<file path="src/design/vlmrd_pkg.sv">
// Package for the value list block: operation codes, data and count types,
// and the result record. Depends on nothing; every other design file imports it.
package vlmrd_pkg;

   localparam int DATA_W = 32;
   localparam int CNT_W  = 5;

   typedef logic signed [DATA_W-1:0] data_type;
   typedef logic [CNT_W-1:0]         cnt_type;

   typedef enum logic [1:0] {
      OP_APPEND  = 2'd0,
      OP_REPLACE = 2'd1,
      OP_COUNT   = 2'd2,
      OP_DELETE  = 2'd3
   } op_type;

   typedef struct packed {
      cnt_type match_count;
      cnt_type fill_count;
      logic    full_reject;
   } result_type;

endpackage

</file>
<file path="src/design/vlmrd_if.sv">
// Handshake channels of the value list block: request and response.
// Depends on vlmrd_pkg for the payload types.
interface vlmrd_req_if;
   import vlmrd_pkg::*;

   logic     valid;
   logic     ready;
   op_type   op;
   data_type value;
   data_type new_value;

   modport source (output valid, output op, output value, output new_value, input ready);
   modport sink (input valid, input op, input value, input new_value, output ready);
endinterface

interface vlmrd_rsp_if;
   import vlmrd_pkg::*;

   logic    valid;
   logic    ready;
   cnt_type match_count;
   cnt_type fill_count;
   logic    full_reject;

   modport source (output valid, output match_count, output fill_count,
                   output full_reject, input ready);
   modport sink (input valid, input match_count, input fill_count,
                 input full_reject, output ready);
endinterface

</file>
<file path="src/design/vlmrd_mem.sv">
// Entry storage of the value list: one write port and one registered read port.
// Depends on vlmrd_pkg for the data type.
module vlmrd_mem #(
   parameter int DEPTH = 16,
   parameter int AW    = 4
) (
   input  logic                clock,
   input  logic                wr_en,
   input  logic [AW-1:0]       wr_addr,
   input  vlmrd_pkg::data_type wr_data,
   input  logic                rd_en,
   input  logic [AW-1:0]       rd_addr,
   output vlmrd_pkg::data_type rd_data
);
   import vlmrd_pkg::*;

   data_type mem [DEPTH];
   data_type rd_data_ff;

   always_ff @(posedge clock) begin
      if (wr_en) begin
         mem[wr_addr] <= wr_data;
      end
   end

   always_ff @(posedge clock) begin
      if (rd_en) begin
         rd_data_ff <= mem[rd_addr];
      end
   end

   assign rd_data = rd_data_ff;

endmodule

</file>
<file path="src/design/vlmrd_engine.sv">
// Sequencer of the value list: takes requests, walks the entries one per
// cycle through a single comparator, and hands out one result. Uses vlmrd_pkg.
module vlmrd_engine #(
   parameter int DEPTH = 16,
   parameter int AW    = 4,
   parameter int CW    = 5
) (
   input  logic                  clock,
   input  logic                  reset,
   vlmrd_req_if.sink             req,
   output logic                  mem_wr_en,
   output logic [AW-1:0]         mem_wr_addr,
   output vlmrd_pkg::data_type   mem_wr_data,
   output logic                  mem_rd_en,
   output logic [AW-1:0]         mem_rd_addr,
   input  vlmrd_pkg::data_type   mem_rd_data,
   output logic                  done_valid,
   input  logic                  done_ready,
   output vlmrd_pkg::result_type done_result
);
   import vlmrd_pkg::*;

   typedef enum logic [1:0] {
      ST_IDLE,
      ST_WALK,
      ST_FINISH
   } state_type;

   state_type       state_ff, state_in;
   op_type          op_ff, op_in;
   data_type        value_ff, value_in;
   data_type        new_value_ff, new_value_in;
   logic [CW-1:0]   fill_ff, fill_in;
   logic [CW-1:0]   rd_idx_ff, rd_idx_in;
   logic            cmp_vld_ff, cmp_vld_in;
   logic [CW-1:0]   cmp_idx_ff, cmp_idx_in;
   logic [CW-1:0]   wp_ff, wp_in;
   logic [CW-1:0]   hits_ff, hits_in;
   logic            reject_ff, reject_in;

   logic accept;
   logic full;
   logic issue;
   logic hit;

   assign req.ready = (state_ff == ST_IDLE);
   assign accept    = req.valid && req.ready;
   assign full      = (fill_ff == CW'(DEPTH));
   assign issue     = (state_ff == ST_WALK) && (rd_idx_ff != fill_ff);
   assign hit       = cmp_vld_ff && (mem_rd_data == value_ff);

   assign mem_rd_en   = issue;
   assign mem_rd_addr = rd_idx_ff[AW-1:0];

   assign done_valid              = (state_ff == ST_FINISH);
   assign done_result.match_count = CNT_W'(hits_ff);
   assign done_result.fill_count  = CNT_W'(fill_ff);
   assign done_result.full_reject = reject_ff;

   always_comb begin
      state_in     = state_ff;
      op_in        = op_ff;
      value_in     = value_ff;
      new_value_in = new_value_ff;
      fill_in      = fill_ff;
      rd_idx_in    = rd_idx_ff;
      cmp_vld_in   = 1'b0;
      cmp_idx_in   = cmp_idx_ff;
      wp_in        = wp_ff;
      hits_in      = hits_ff;
      reject_in    = reject_ff;
      mem_wr_en    = 1'b0;
      mem_wr_addr  = fill_ff[AW-1:0];
      mem_wr_data  = req.value;

      case (state_ff)
         ST_IDLE: begin
            if (accept) begin
               op_in        = req.op;
               value_in     = req.value;
               new_value_in = req.new_value;
               hits_in      = '0;
               rd_idx_in    = '0;
               wp_in        = '0;
               reject_in    = 1'b0;
               if (req.op == OP_APPEND) begin
                  // An append is a single write at the tail, or a refusal.
                  state_in = ST_FINISH;
                  if (full) begin
                     reject_in = 1'b1;
                  end else begin
                     mem_wr_en = 1'b1;
                     fill_in   = fill_ff + 1'b1;
                  end
               end else begin
                  state_in = ST_WALK;
               end
            end
         end
         ST_WALK: begin
            if (issue) begin
               rd_idx_in  = rd_idx_ff + 1'b1;
               cmp_vld_in = 1'b1;
               cmp_idx_in = rd_idx_ff;
            end
            if (cmp_vld_ff) begin
               if (hit) begin
                  hits_in = hits_ff + 1'b1;
               end
               case (op_ff)
                  OP_REPLACE: begin
                     if (hit) begin
                        mem_wr_en   = 1'b1;
                        mem_wr_addr = cmp_idx_ff[AW-1:0];
                        mem_wr_data = new_value_ff;
                     end
                  end
                  OP_DELETE: begin
                     // Survivors are copied down to the write pointer, which
                     // never passes the entry being compared.
                     if (!hit) begin
                        mem_wr_en   = 1'b1;
                        mem_wr_addr = wp_ff[AW-1:0];
                        mem_wr_data = mem_rd_data;
                        wp_in       = wp_ff + 1'b1;
                     end
                  end
                  default: begin
                  end
               endcase
            end
            if (!issue && !cmp_vld_ff) begin
               state_in = ST_FINISH;
               if (op_ff == OP_DELETE) begin
                  fill_in = wp_ff;
               end
            end
         end
         ST_FINISH: begin
            if (done_ready) begin
               state_in = ST_IDLE;
            end
         end
         default: begin
            state_in = ST_IDLE;
         end
      endcase
   end

   always_ff @(posedge clock) begin
      if (reset) begin
         state_ff   <= ST_IDLE;
         fill_ff    <= '0;
         cmp_vld_ff <= 1'b0;
      end else begin
         state_ff   <= state_in;
         fill_ff    <= fill_in;
         cmp_vld_ff <= cmp_vld_in;
      end
      op_ff        <= op_in;
      value_ff     <= value_in;
      new_value_ff <= new_value_in;
      rd_idx_ff    <= rd_idx_in;
      cmp_idx_ff   <= cmp_idx_in;
      wp_ff        <= wp_in;
      hits_ff      <= hits_in;
      reject_ff    <= reject_in;
   end

   a_fill_bound: assert property (@(posedge clock) disable iff (reset)
      fill_ff <= CW'(DEPTH))
      else $error("fill count beyond capacity");

   a_wp_behind: assert property (@(posedge clock) disable iff (reset)
      (state_ff == ST_WALK) && cmp_vld_ff |-> wp_ff <= cmp_idx_ff)
      else $error("delete write pointer ran ahead of the compare");

   a_walk_bound: assert property (@(posedge clock) disable iff (reset)
      (state_ff == ST_WALK) |-> rd_idx_ff <= fill_ff)
      else $error("read index beyond fill count");

   a_leave_idle: assert property (@(posedge clock) disable iff (reset)
      accept |=> state_ff != ST_IDLE)
      else $error("accepted item left no work in progress");

endmodule

</file>
<file path="src/design/value_list_match_replace_delete.sv">
// Top level of the value list block: engine, entry storage and result register.
// Depends on vlmrd_pkg, vlmrd_if, vlmrd_mem and vlmrd_engine.
//
// The block keeps an ordered list of up to DEPTH signed 32-bit entries and a
// fill count. Each item on the req channel carries an op (append, replace,
// count, delete), a value and a replacement value; each item yields exactly
// one item on the rsp channel with the match count, the fill count after the
// operation and a flag for an append refused on a full list.
// An append's response passes from the sequencer's finish state into the
// output register. Replace, count and delete walk the stored entries through
// one comparator, one entry per cycle behind a registered memory read, and
// their response takes the same path. The single read port sets the pace of
// the walk.
// req.ready is high only while the sequencer is idle; one item is worked on
// at a time. A finished response sits in an output register, so the next item
// is accepted while the receiver stalls; the sequencer then holds its result
// until that register is free. Reset empties the list (fill count zero) and
// drops any pending response; entry contents are not cleared.
module value_list_match_replace_delete #(
   parameter int DEPTH = 16
) (
   input logic         clock,
   input logic         reset,
   vlmrd_req_if.sink   req,
   vlmrd_rsp_if.source rsp
);
   import vlmrd_pkg::*;

   // Address width for the entries and count width able to hold DEPTH itself.
   localparam int AW = (DEPTH > 1) ? $clog2(DEPTH) : 1;
   localparam int CW = $clog2(DEPTH + 1);

   logic          mem_wr_en;
   logic [AW-1:0] mem_wr_addr;
   data_type      mem_wr_data;
   logic          mem_rd_en;
   logic [AW-1:0] mem_rd_addr;
   data_type      mem_rd_data;

   logic       done_valid;
   logic       done_ready;
   result_type done_result;

   logic       rsp_valid_ff, rsp_valid_in;
   result_type rsp_data_ff, rsp_data_in;

   vlmrd_engine #(
      .DEPTH (DEPTH),
      .AW    (AW),
      .CW    (CW)
   ) u_engine (
      .clock       (clock),
      .reset       (reset),
      .req         (req),
      .mem_wr_en   (mem_wr_en),
      .mem_wr_addr (mem_wr_addr),
      .mem_wr_data (mem_wr_data),
      .mem_rd_en   (mem_rd_en),
      .mem_rd_addr (mem_rd_addr),
      .mem_rd_data (mem_rd_data),
      .done_valid  (done_valid),
      .done_ready  (done_ready),
      .done_result (done_result)
   );

   vlmrd_mem #(
      .DEPTH (DEPTH),
      .AW    (AW)
   ) u_mem (
      .clock   (clock),
      .wr_en   (mem_wr_en),
      .wr_addr (mem_wr_addr),
      .wr_data (mem_wr_data),
      .rd_en   (mem_rd_en),
      .rd_addr (mem_rd_addr),
      .rd_data (mem_rd_data)
   );

   // The output register takes a new result when it is empty or being drained.
   assign done_ready = !rsp_valid_ff || rsp.ready;

   always_comb begin
      rsp_valid_in = rsp_valid_ff;
      rsp_data_in  = rsp_data_ff;
      if (done_valid && done_ready) begin
         rsp_valid_in = 1'b1;
         rsp_data_in  = done_result;
      end else if (rsp.ready) begin
         rsp_valid_in = 1'b0;
      end
   end

   always_ff @(posedge clock) begin
      if (reset) begin
         rsp_valid_ff <= 1'b0;
      end else begin
         rsp_valid_ff <= rsp_valid_in;
      end
      rsp_data_ff <= rsp_data_in;
   end

   assign rsp.valid       = rsp_valid_ff;
   assign rsp.match_count = rsp_data_ff.match_count;
   assign rsp.fill_count  = rsp_data_ff.fill_count;
   assign rsp.full_reject = rsp_data_ff.full_reject;

endmodule

</file>
<file path="src/flat_wrapper.sv">
// flat-port wrapper written by rule: the top's interface ports become plain ports
module value_list_match_replace_delete_flat import vlmrd_pkg::*;
#(
   parameter int DEPTH = 16
)
  (clock, reset, req_valid, req_op, req_value, req_new_value, req_ready, rsp_valid, rsp_match_count, rsp_fill_count, rsp_full_reject, rsp_ready);
  vlmrd_req_if req_i ();
  vlmrd_rsp_if rsp_i ();
  input logic clock;
  input logic reset;
  input wire logic [$bits(req_i.valid)-1:0] req_valid;
  input wire logic [$bits(req_i.op)-1:0] req_op;
  input wire logic [$bits(req_i.value)-1:0] req_value;
  input wire logic [$bits(req_i.new_value)-1:0] req_new_value;
  output wire logic [$bits(req_i.ready)-1:0] req_ready;
  output wire logic [$bits(rsp_i.valid)-1:0] rsp_valid;
  output wire logic [$bits(rsp_i.match_count)-1:0] rsp_match_count;
  output wire logic [$bits(rsp_i.fill_count)-1:0] rsp_fill_count;
  output wire logic [$bits(rsp_i.full_reject)-1:0] rsp_full_reject;
  input wire logic [$bits(rsp_i.ready)-1:0] rsp_ready;
  assign req_i.valid = req_valid;
  assign req_i.op = req_op;
  assign req_i.value = req_value;
  assign req_i.new_value = req_new_value;
  assign req_ready = req_i.ready;
  assign rsp_valid = rsp_i.valid;
  assign rsp_match_count = rsp_i.match_count;
  assign rsp_fill_count = rsp_i.fill_count;
  assign rsp_full_reject = rsp_i.full_reject;
  assign rsp_i.ready = rsp_ready;
  value_list_match_replace_delete #(.DEPTH(DEPTH)) u_core (.clock(clock), .reset(reset), .req(req_i), .rsp(rsp_i));
endmodule
</file>
<file path="config.mk">
export PLATFORM = sky130hd
export DESIGN_NAME = value_list_match_replace_delete_flat
export DESIGN_NICKNAME = d
export VERILOG_FILES = /design/src/design/vlmrd_pkg.sv /design/src/design/vlmrd_if.sv /design/src/design/vlmrd_mem.sv /design/src/design/vlmrd_engine.sv /design/src/design/value_list_match_replace_delete.sv /design/src/flat_wrapper.sv
export SDC_FILE = /design/constraint.sdc
export NUM_CORES = 1
export LEC_CHECK = 0
export BUFFER_PORTS_ARGS = -buffer_cell sky130_fd_sc_hd__buf_2
export CORE_MARGIN = 4
export CORE_UTILIZATION = 48
export DETAILED_ROUTE_END_ITERATION = 8
export GPL_TIMING_DRIVEN = 0
export HOLD_SLACK_MARGIN = 0.15
export PLACE_DENSITY = 0.65
export REMOVE_ABC_BUFFERS = 1
export SLEW_MARGIN = 25
export SYNTH_ARGS = -nofsm -noshare
export SYNTH_HDL_FRONTEND = slang
export SYNTH_HIERARCHICAL = 1
export SYNTH_SLANG_ARGS = --single-unit
</file>
<file path="constraint.sdc">
create_clock -name clock -period 6 [get_ports clock]
set_clock_uncertainty 0.2 [all_clocks]
set_input_delay 0.9 -clock clock [delete_from_list [all_inputs] [get_ports clock]]
set_output_delay 0.9 -clock clock [all_outputs]
set_load 0.05 [all_outputs]
</file>
==> Word-level counts from Yosys, hierarchy flattened <==
Memory sizes are Yosys's and may differ from the RTL's. A register that Yosys moved wholly into a read port is not among the register bits.
Index checks and enable logic that the tools add are counted.
{ "totals": {"input_bits": 70, "mem_count": 1, "output_inout_bits": 13, "word_cells": 104, "reg_bits": 106, "ram_bits": 512} }
{ "classes": {"n_reduce_logical": 21, "muxes": 45, "n_eq_ne": 17, "bitwise_logic": 1, "n_addsub": 4} }
{ "memory_table": {"columns": ["name", "words", "word_bits", "read_ports", "rd_ports_with_merged_regs", "write_ports", "line_no", "rtl"], "rows": [
  ["u_core.u_mem.mem", 16, 32, 1, 1, 1, "vlmrd_mem.sv:17", "data_type mem [DEPTH];"]
]} }
{ "op_table": {"columns": ["op", "count"], "rows": [
  ["$mux 32", 4],
  ["$pmux 32 s2", 1],
  ["$mux 5", 12],
  ["$pmux 5 s2", 4],
  ["$eq 32x32->1", 1],
  ["$add 5x1->5 const B", 4],
  ["$mux 4", 4],
  ["$mux 1", 12],
  ["$ne 2x2->1 const B", 6],
  ["$mux 2", 4],
  ["$ne 2x1->1 const B", 4],
  ["$pmux 4 s2", 1],
  ["$pmux 2 s3", 1],
  ["$reduce_and 3->1", 2],
  ["$reduce_and 6->1", 1],
  ["$eq 5x5->1 const B", 1],
  ["$logic_and 1x1->1", 5],
  ["$ne 5x5->1", 1],
  ["$reduce_and 5->1", 1],
  ["$eq 2x1->1 const B", 2],
  ["$eq 2x2->1 const B", 2],
  ["$logic_not 2->1", 2],
  ["$pmux 1 s2", 2],
  ["$reduce_and 2->1", 2],
  ["6 further kinds", 9]
]} }

==> Logic depth before layout (Yosys ltp) <==
Gate-level depths: netlist of run 1.
{ "depth": {"depth_word": 8, "mapped_depth": 10, "ltp_nobuf": 8} }

==> Hierarchy <==
The synthesis of run 1 kept the hierarchy.
{ "by_module_without_submodules": {"columns": ["module", "seq_area_each_um2", "area_each_um2", "instances", "cells_per_inst"], "rows": [
  ["vlmrd_mem", 16335.7, 20155.6, 1, 838],
  ["vlmrd_engine", 2742.6, 5094.9, 1, 447],
  ["value_list_match_replace_delete", 350.3, 385.4, 1, 16]
]} }

==> Worst setup path after synthesis of run 1 <==
OpenSTA, ideal clock, no wires.
{ "synth_path": {"kind": "flip-flop to flip-flop", "from": "reg u_core.u_mem.rd_data_ff[8], in the netlist u_core/u_mem/rd_data[8], read port of u_core.u_mem.mem", "to": "mem u_core/u_mem/mem[0][0] in the netlist's numbering, enable pin", "path_stages_with_launch": 8, "path_slack_ps": 554, "path_buffers": 0, "required_ps": 5339, "setup_time_ps": 461, "period_less_slack_ps": 5446, "t_arrival_ps": 4785, "path_cell_list": "edfxtp_1 xor2_1 or4_4 nor4_4 nand3_2 o311ai_0 or3b_2 nor3_1"} }
{ "synth_via": {"elab_chain_cells": 8, "elab_cells_between_ends": 14, "classes_between": "eq/ne: 1; mux: 12; reduce/logical: 1"} }
{ "synth_rtl": {"columns": ["item", "line_no", "rtl"], "rows": [
  ["from (decl)", "vlmrd_mem.sv:18", "data_type rd_data_ff;"],
  ["$eq 32x32->1 (*)", "vlmrd_engine.sv:50", "assign hit = cmp_vld_ff && (mem_rd_data == value_ff);"],
  ["$logic_and 1x1->1 (*)", "vlmrd_engine.sv:50", null],
  ["$mux 1, on equally long branches", "vlmrd_engine.sv:121, vlmrd_engine.sv:112", null],
  ["$pmux 1 s2 (*)", "vlmrd_engine.sv:110", "case (op_ff)"],
  ["$mux 1 (*)", "vlmrd_engine.sv:106", "if (cmp_vld_ff) begin"],
  ["$pmux 1 s2 (*)", "vlmrd_engine.sv:76", "case (state_ff)"],
  ["net u_core.mem_wr_en", "value_list_match_replace_delete.sv:33", "logic mem_wr_en;"],
  ["$mux 1 (*)", "vlmrd_mem.sv:21", "if (wr_en) begin"],
  ["$mux 1 (implied by the code) (*)", "vlmrd_mem.sv:22", "mem[wr_addr] <= wr_data;"],
  ["to (decl)", "vlmrd_mem.sv:17", null]
]} }
Mark *: on every way through the listed nets, which the timed path passes. The rest lies on a longest branch.

==> Worst setup path after layout of run 1 <==
{ "layout_path": {"from": "reg u_core.u_mem.rd_data_ff[7], in the netlist u_core/u_mem/rd_data[7], read port of u_core.u_mem.mem", "to": "mem u_core/u_mem/mem[13][15] in the netlist's numbering, enable pin"} }
{ "layout_via": {"elab_cells_between_ends": 14, "classes_between": "eq/ne: 1; mux: 12; reduce/logical: 1"} }
{ "layout_lines": {"columns": ["item", "line_no", "rtl"], "rows": [
  ["$eq 32x32->1 (*)", "vlmrd_engine.sv:50", null],
  ["$logic_and 1x1->1 (*)", "vlmrd_engine.sv:50", null],
  ["$mux 4, on equally long branches", "vlmrd_engine.sv:121, vlmrd_engine.sv:112", null],
  ["$pmux 4 s2 (*)", "vlmrd_engine.sv:110", null],
  ["$mux 4 (*)", "vlmrd_engine.sv:106", null],
  ["$mux 4 (*)", "vlmrd_engine.sv:76", null],
  ["net u_core.mem_wr_addr[0]", "value_list_match_replace_delete.sv:34", "logic [AW-1:0] mem_wr_addr;"]
]} }
Marked as above.

==> run metrics, run 1 <==
status=finished, final reports clean; Max-slew headroom=0.3147; Max Cap Viol=0; CTS tree=yes; Peak VDD IR=0.2030 mV; min-delay worst type=reg -> reg; top_reg_cell synth=edfxtp_1; RSZ-0062 raised after global routing=no; first-pass GRT wire length=92.09 mm; fillers=3843; number of routed nets with antenna violations=0; startpoint types=flip-flop; critical path endpoint category=flip-flop; Psw=2.372 mW; number of global-route vias before repair=approximately 14000; Die Y=239.1 um; Fin Setup TNS=0 ns; Initial Utilization=0.4859; sw frac=0.2284; combinational share of power=0.109; clock network power share=0.387; syn avg cell area=19.70 sq um; Die W=239.1 um; die area=57170 sq um; GRT Total Usage=0.2209; Ant. Diodes=0; P&R area growth vs syn=18.53%; ratio of cells with drive above 1 in the final layout=0.2893; Overflow after GRT=0; Port-buffer cells=just over 80; vias=13750; Critical Path RT=6.09 ns; number of synthesized flops with an enable pin=around 640; initial antenna violation count=0; dpl cell area=28240 sq um; worst reg2reg setup slack=between 0.3 and 0.4 ns; register area share after synthesis=0.7579; Worst Path Arrival=5.77 ns; Post-Synthesis Cell Area=25640 sq um; Final Cycle Share=0.9463; Root Driver=clkbuf_16; Netlist cell types=between 50 and 60; GPL Wtd Cong=0.7735; post-layout util=0.5759; commonest cells after routing, fill and taps aside=641 x edfxtp_1, 128 x mux4_2, 82 x buf_2, 70 x clkbuf_16, 64 x a22oi_1; Setup Buffers After CTS=0; detailed placer's ending HPWL=between 30 and 40 mm; Seq pwr share=0.504; Highest Clock Rate=around 180 MHz; Leakage=9.904 nW; asr flop ratio synth=0; vias per std cell=6.224; CTS sink cnt=650; Post-Route WL=between 60 and 70 mm; I/O pins=83; Design Area, Final=30390 sq um; WL/cell=28.40 um; critical path class=reg -> reg; final hold violation count=0; hold slack final=0.2309 ns; clock latency on the worst-skew pair=roughly 0.60 ns; Post-Syn Instances=between 1000 and 1500; total internal power=8.013 mW; synth warn=6; fin nets=1542; TritonCTS Buffers=between 60 and 70; pin count of the biggest net entering global routing=46; clock slew at reported path FFs=around 0.060 ns; final setup fails=0; Pwr Density=between 300 and 400 nW/um^2; H-tree depth=3; CP max FO=35; most common cell after layout, fill and taps aside=edfxtp_1; total power=10.38 mW; Clock Tree Buf Depth=3; site row count=84; DRT iter0 DRCs=~1600; first drt pass iteration count=5; final slew viol count=0; DRC viols=0; Worst-Margin Slew=1.015 ns; crit path time final=approximately 5.7 ns; core area=~53000 sq um; #FFs+latches synth=650
through the flow:
stage / instances / setup WS, ns
final: 2209 / 0.3224
after global routing: 2209 / 0.1680
after CTS: 2209 / 0.3765
after detailed placement: 2086 / 0.05255
after global placement: 1994 / -6.992
after floorplan: 1224 / -0.7121
synth_stat cells, types with 4 or more instances:
master / count / area share
nand3_1: 14 / 0.0027
nor2_1: 65 / 0.0095
clkbuf_1: 40 / 0.0059
o221a_2: 11 / 0.0048
nand2_1: 46 / 0.0067
nor3b_1: 5 / 0.0015
mux4_2: 128 / 0.11
buf_2: 10 / 0.0020
buf_1: 11 / 0.0016
o21ai_0: 26 / 0.0051
ha_1: 5 / 0.0024
xor2_1: 21 / 0.0072
a21oi_1: 4 / 0.00078
a22oi_1: 64 / 0.019
xnor2_1: 25 / 0.0085
nand2b_1: 23 / 0.0056
edfxtp_1: 641 / 0.75
buf_4: 14 / 0.0041
a221o_1: 21 / 0.0082
and3_1: 7 / 0.0017
dfxtp_1: 9 / 0.0070
inv_1: 8 / 0.0012
nand4_1: 26 / 0.0063
mux2i_1: 13 / 0.0051
a2bb2oi_1: 4 / 0.0014
nor3_1: 10 / 0.0020
critical path, stage by stage, from the launching register on:
cell,delay [ns]
edfxtp_1,0.42
xnor2_1,0.31
nand4_1,0.38
nor3_2,0.53
buf_4,0.25
buf_4,0.20
and3_2,0.76
a2bb2oi_1,0.16
nor3_2,0.60
nand2b_1,0.42
nor2_4,0.65
buf_16,0.25
buf_16,0.18
layer usage:
metal  part of all wire  GRT usage
met3              0.096    0.04892
met1               0.40     0.3195
met2               0.47     0.3458
met5                  0          0
met4              0.028    0.06051
flip-flops by register name (all words and copies together) (netlist names):
name	count
u_core/u_mem/rd_data	32
u_core/rsp.valid	1
u_core/u_engine/op_ff	2
u_core/u_engine/wp_ff	5
u_core/u_engine/rd_idx_ff	5
u_core/u_engine/state_ff	2
u_core/u_mem/mem	512
u_core/rsp.full_reject	1
u_core/u_engine/new_value_ff	32
u_core/u_engine/cmp_vld_ff	1
u_core/u_engine/hits_ff	5
u_core/u_engine/reject_ff	1
u_core/rsp.match_count	5
u_core/u_engine/cmp_idx_ff	4
u_core/u_engine/value_ff	32
u_core/u_engine/fill_ff	5
u_core/rsp.fill_count	5
worst paths after layout:
| path | startpoint | end | cells past startpoint |
|---|---|---|---|
| setup / recovery | u_core/u_mem/rd_data[7] | u_core/u_mem/mem[13][15] | 12 |
| hold / removal | u_core/u_engine/reject_ff | u_core/rsp.full_reject | 0 |
| hold reg to reg | u_core/u_engine/reject_ff | u_core/rsp.full_reject | 0 |
| setup reg to reg | u_core/u_mem/rd_data[7] | u_core/u_mem/mem[13][15] | 12 |
area by class of cell:
class	instances	area (sq um)	area share
tap	688	860.8	0.02833
timing repair buffer	174	1961	0.06453
clock buffer	90	1847	0.06078
clock inverter	33	284.0	0.009347
inverter	8	37.54	0.001235
sequential	650	19430	0.6394
multi-input combinational	566	5967	0.1964
kinds of logic (layout without fill, tap and decap cells):
group                      count (synthesis)  in the layout  synth area share
DFF                                      650            650            0.7579
and+or+nand+nor                          226            226           0.04617
AOI/OAI and AO/OA                        148            148           0.04471
muxes                                    141            141            0.1175
buffers and inverters                     85            305           0.01557
xor gates and xnor gates                  46             46           0.01572
adders and majority gates                  5              5          0.002440
repair_timing:
item                       4_1_cts  5_1_grt
resized for setup                2        0
hold buffers                     0        0
setup endpoints to repair       24        0
power by group through the flow:
stage / sequential, mW / combinational, mW / clock, mW
3_5_place_dp: 5.32 / 1.13 / 0
6_report: 5.23 / 1.13 / 4.02
3_3_place_gp: 5.49 / 0.964 / 0
5_1_grt: 5.24 / 1.21 / 4.29
2_1_floorplan: 5.41 / 0.651 / 0
4_1_cts: 5.23 / 1.14 / 4.09
Power figures use the tool's default switching activity.
==> run 2: changes to the inputs <==
GPL_TIMING_DRIVEN = not set   (was 0)
==> run 2 against run 1 <==
  * Count of clock-buffer cells in the layout is 6 lower
  * Sequential power hardly changed
  * Via count is 2.9% lower
  * Die area stayed put
  * Wire length is 2.9% lower
  * Power is 1.2% lower
  * Combinational power is 11% lower
  * Hold slack better by 0.010 ns
  * First-iteration DRC count is 11% lower
  * Highest routed layer is now met5
==> run metrics, run 2 (synthesis gave the netlist of run 1 again) <==
critical path endpoint category=flip-flop; clock network power share=0.391; most common cell after layout, fill and taps aside=edfxtp_1; die area=57170 sq um; RSZ-0062 raised after global routing=no; critical path class=reg -> reg; dpl cell area=27070 sq um; number of global-route vias before repair=13320; Design Area, Final=approximately 30000 sq um; ratio of cells with drive above 1 in the final layout=0.2602; R2R depth=8; Worst R2R Start=u_core/u_engine/value_ff[24]; hold slack final=0.2413 ns; Seq pwr share=0.510; combinational share of power=0.099; status=finished, final reports clean; pin count of the biggest net entering global routing=between 100 and 150; DRT iter0 DRCs=between 1000 and 1500; final hold violation count=0; Worst Path Arrival=5.05 ns; DRT met1 WL=25.38 mm; wire length on met3=5.177 mm; clock slew at reported path FFs=~0.060 ns; vias=13360; Die W=about 240 um; Die Y=239.1 um; GPL Wtd Cong=0.8461; total internal power=between 7 and 8 mW; crit path time final=~5.0 ns; Highest Clock Rate=199.5 MHz; Port-buffer cells=82; Final Cycle Share=0.8354; P&R area growth vs syn=13.83%; Ant. Diodes=0; detailed placer's ending HPWL=around 35 mm; R2R Path End=u_core/u_mem/mem[5][17]; Pwr Density=between 300 and 400 nW/um^2; clock latency on the worst-skew pair=approximately 0.60 ns; core area=52760 sq um; max FFs per register=512; H-tree depth=3; commonest cells after routing, fill and taps aside=641 x edfxtp_1, 128 x mux4_2, 82 x buf_2, 69 x clkbuf_16, 64 x a22oi_1; Setup Buffers After CTS=0; initial antenna violation count=1; CP max-delay cell=o311ai_0; GRT Total Usage=0.2136; Worst-Margin Slew=approximately 1.1 ns; hold buffer count at CTS=0; vias per std cell=around 6.2; Psw=2.345 mW; Layout Cells excl Fill=2141; TritonCTS Buffers=68; final slew viol count=0; CP bufs+invs=1; Worst path top cell family by delay=simple AND/OR/NAND/NOR gates; worst reg2reg setup slack=roughly 1 ns; startpoint types=flip-flop; final setup fails=0; sw frac=0.2285; min-delay worst type=reg -> reg; I/O pins=83; fillers=4017; Critical Path, Cell by Cell=xor2_1, nor4_1, and3_1, nand3_2, o311ai_0, nand3b_1, nor2_4, buf_4; highest metal used=met5; Overflow after GRT=0; Post-Route WL=60.92 mm; Clock Tree Buf Depth=3; CP max FO=22; Root Driver=clkbuf_16; first-pass GRT wire length=89.01 mm; Max-slew headroom=0.2834; WL met2=28.61 mm; number of routed nets with antenna violations=0; Inst Count DP=2026; HP Start=u_core/u_engine/reject_ff; fin nets=approximately 1500; hold endpoint=u_core/rsp.full_reject; Max Cap Viol=0; DRC viols=0; site row count=84; first drt pass iteration count=7; Peak VDD IR=0.2544 mV; Initial Utilization=0.4859; hold depth=0; cts repair resizes=0; post-layout util=0.5531; CTS tree=yes; CTS sink cnt=650; CP max stage delay=between 0.8 and 0.9 ns; WL/cell=28.45 um; Leakage=about 9.4 nW; Biggest register=u_core/u_mem/mem; Critical Path RT=6.04 ns
==> run 2: cell types whose count changed in the layout (fill, tap and decap cells not counted), moves of 5 or more <==
cell	previous run	this run
buf_12	6	12
buf_16	27	0
buf_6	9	1
buf_8	28	0
clkbuf_1	18	13
clkinv_1	17	12
==> run 2: layout make-up <==
cell class	count	area, sq um	area share
clock buffers	84	1803	0.06179
inverters	8	31.28	0.001072
clock inverters	31	299.0	0.01025
multi-input cells	566	5953	0.2040
well taps	688	860.8	0.02950
repair buffers	114	804.5	0.02757
flip-flops and latches	650	19430	0.6658
==> run 2: metrics by stage <==
stage	power, mW	worst slack, ns	setup TNS [ns]
detailed placement	6.340	1.101	0
CTS	10.34	1.087	0
global placement	6.314	1.254	0
floorplan	6.058	-0.7121	-79.93
global route	10.60	0.7861	0
finish	10.26	0.9874	0
==> run 2: per-layer routing <==
metal,vias to the layer above,global-route usage
met5,-,0.01094
met2,654,0.3304
met1,6985,0.3050
li1,5597,-
met4,4,0.06297
met3,116,0.05365
==> run 2: how the worst max path moves through the flow <==
stage                                       from                      end  slack [ns]  cells after the start
floorplan           u_core/u_engine/rd_idx_ff[0]  u_core/u_mem/rd_data[0]       -0.71                      5
CTS                      u_core/u_mem/rd_data[1]  u_core/u_mem/mem[5][27]        1.09                      9
global route        u_core/u_engine/value_ff[24]  u_core/u_mem/mem[5][28]        0.79                      8
finish              u_core/u_engine/value_ff[24]  u_core/u_mem/mem[5][17]        0.99                      8
detailed placement       u_core/u_mem/rd_data[1]  u_core/u_mem/mem[5][23]        1.10                      9
global placement         u_core/u_mem/rd_data[1]  u_core/u_mem/mem[5][15]        1.25                      9
==> run 2: worst register-to-register path, cell delays in order (launching register included) <==
cell and delay, ns:
edfxtp_1 0.41, xor2_1 0.21, nor4_1 0.75, and3_1 0.51
nand3_2 0.20, o311ai_0 0.84, nand3b_1 0.51, nor2_4 0.55
buf_4 0.48
==> run 2: power groups by stage <==
stage	Clock (mW)	Combinational [mW]	Sequential, mW
detailed placement	0	1.01	5.33
CTS	4.09	1.02	5.23
floorplan	0	0.651	5.41
finish	4.02	1.01	5.23
global placement	0	0.992	5.32
global route	4.28	1.08	5.24
==> run 3: changes to the inputs <==
ABC_AREA = 1   (was not set)
clock period = 4.8 ns   (was 6 ns; I/O delays follow)
==> run 3 against run 2 <==
  * Combinational power grew to 4.5 times the previous value
  * Via count grew 59%
  * Power grew 62%
  * Synthesized cell count grew 130%
  * Register-to-register slack lost 0.09 ns
  * Fmax grew 28%
  * First-iteration DRC count grew 63%
  * Sequential power grew 33%
  * Area after synthesis grew 16%
  * Cell area grew 15%
  * Wire length grew 28%
  * Critical path type unchanged
==> run metrics, run 3 <==
Layout Cells excl Fill=about 4000; Post-Place Setup Slack=0.8963 ns; RSZ-0062 raised after global routing=no; clock network power share=0.308; vias=21170; number of global-route vias before repair=20600; Highest Clock Rate=~260 MHz; critical path endpoint category=flip-flop; HP Start=req_value[17]; Netlist cell types=33; top_reg_cell synth=edfxtp_1; Synth top area share=0.6472; critical path class=reg -> reg; setup ws final=~0.9 ns; core area=60810 sq um; Final Cycle Share=0.8133; Post-Synthesis Cell Area=29740 sq um; WL/cell=approximately 20 um; Worst Path Arrival=3.97 ns; fin nets=3200; TritonCTS Buffers=71; ratio of cells with drive above 1 in the final layout=0.08456; startpoint types=flip-flop; detailed placer's ending HPWL=44.64 mm; Fin Setup TNS=0 ns; Worst R2R Start=u_core/u_mem/rd_data[21]; Peak VDD IR=0.4506 mV; first drt pass iteration count=8; final hold violation count=0; Die Y=256.9 um; dpl cell area=30780 sq um; global route hottest layer=met2; crit path time final=around 4 ns; Design Area, Final=33600 sq um; Initial Utilization=0.4891; Psw=5.688 mW; area leader, netlist=edfxtp_1; status=finished, final reports clean; total internal power=10.97 mW; site row count=90; Leakage=14.54 nW; final slew viol count=0; GRT met1 Usage=0.3181; vias per std cell=5.342; clock slew at reported path FFs=roughly 0.060 ns; number of synthesized flops with an enable pin=~640; #FFs+latches synth=650; Root Driver=clkbuf_16; DRT iter0 DRCs=between 2000 and 2500; Post-Syn Instances=3006; Inst Count DP=3772; most common cell after layout, fill and taps aside=nand2_1; synth warn=6; sw frac=0.3414; Overflow after GRT=0; final setup fails=0; number of routed nets with antenna violations=0; count leader, synth=nand2_1; initial antenna violation count=0; max FFs per register=512; total power=16.66 mW; commonest cells after routing, fill and taps aside=978 x nand2_1, 641 x edfxtp_1, 534 x nand3_1, 523 x inv_1, 82 x buf_2; Clock Tree Buf Depth=3; DRC viols=0; Max-slew headroom=0.3101; min-delay worst type=in -> reg; GRT Total Usage=0.2329; top cells by area, synth=edfxtp_1 65%, nand2_1 12%, nand3_1 9.0%; Pwr Density=495.9 nW/um^2; register area share after synthesis=0.6533; die area=66010 sq um; Worst Setup SP=u_core/u_mem/rd_data[21]; P&R area growth vs syn=12.98%; Seq pwr share=0.419; I/O pins=83; Post-Route WL=78.03 mm; pin count of the biggest net entering global routing=~150; most frequent cells after synthesis=978 x nand2_1, 641 x edfxtp_1, 534 x nand3_1, 525 x inv_1, 60 x nor2_1; cts repair resizes=0; Biggest register=u_core/u_mem/mem; CP max FO=23; Critical Path RT=4.87 ns; clock latency on the worst-skew pair=0.61 ns; CTS tree=yes; first-pass GRT wire length=119.4 mm; asr flop ratio synth=0; Max Cap Viol=0; Worst-Margin Slew=between 1 and 1.5 ns; routing usage on met2=0.3835; Die W=256.9 um; Ant. Diodes=0; GPL Wtd Cong=0.8569; Global Route met3 Usage=0.03628; combinational share of power=0.273; syn avg cell area=9.893 sq um; CTS sink cnt=650; H-tree depth=3; Port-buffer cells=82
==> run 3: cell count changes after synthesis, sizes merged, moves of 19 or more <==
cell	before	now
a221o	21	0
a22oi	64	0
buf	37	127
clkbuf	40	21
inv	8	540
mux4	128	0
nand2	46	980
nand2b	24	0
nand3	15	535
nand3b	2	26
nand4	26	3
==> run 3: cells by family after synthesis <==
group | after synthesis | share of synthesized area
simple gates | 1610 | 0.2309
buf+inv | 688 | 0.1020
flops | 650 | 0.6533
compound gates | 34 | 0.006100
xor+xnor | 19 | 0.005596
fa+ha+maj | 5 | 0.002104
==> run 3: layer usage <==
layer  wire (um)  part of all wire
met2       36850              0.47
met4        2718             0.035
met1       32330              0.41
met3        6125             0.078
met5           0                 0
==> run 3: layout make-up <==
class,instances,area (sq um)
clock inverter,33,257.7
clock buffer,96,1933
timing repair buffer,194,1531
sequential,650,19430
tap,782,978.4
multi-input combinational,1668,7431
fill,5198,27210
inverter,540,2039
==> run 3: repair_timing <==
item                      CTS  global route
hold endpoints to repair   62             0
hold buffers               62             0
setup buffers               0             0
==> run 3: power by group through the flow <==
| stage | Sequential [mW] | Combinational [mW] | Clock, mW |
|---|---|---|---|
| 6_report | 6.98 | 4.54 | 5.14 |
| 5_1_grt | 7.01 | 5.00 | 5.47 |
| 4_1_cts | 6.98 | 4.53 | 5.23 |
| 3_5_place_dp | 7.09 | 4.47 | 0 |
| 3_3_place_gp | 7.09 | 4.42 | 0 |
| 2_1_floorplan | 7.40 | 2.73 | 0 |
==> run 3: stage by stage <==
stage,util,hold slack [ns]
4_1_cts,0.5525,0.1592
6_report,0.5526,0.1985
3_3_place_gp,0.5062,0.2133
5_1_grt,0.5526,0.1591
3_5_place_dp,0.5062,0.2115
2_1_floorplan,-,0.2003
==> run 3: path summary, 6_finish.rpt <==
check                                                     to  slack [ns]  cells after the start
worst min register to register        u_core/rsp.full_reject        0.22                      0
worst max register to register       u_core/u_mem/mem[15][1]        0.90                     15
worst max-delay path                 u_core/u_mem/mem[15][1]        0.90                     15
worst min-delay path            u_core/u_engine/value_ff[17]        0.20                      1
==> run 3: worst max-delay path: stages, from the launching register on <==
cell	delay, ns
edfxtp_1	0.36
inv_1	0.22
nand2_1	0.19
nand2_1	0.11
nor2_1	0.05
nand2_1	0.10
nor2_1	0.06
nand2_2	0.22
inv_2	0.08
nand3_4	0.14
buf_4	0.33
o21ai_1	0.10
o21ai_1	0.21
nand3_1	0.20
nor2_4	0.52
buf_4	0.42
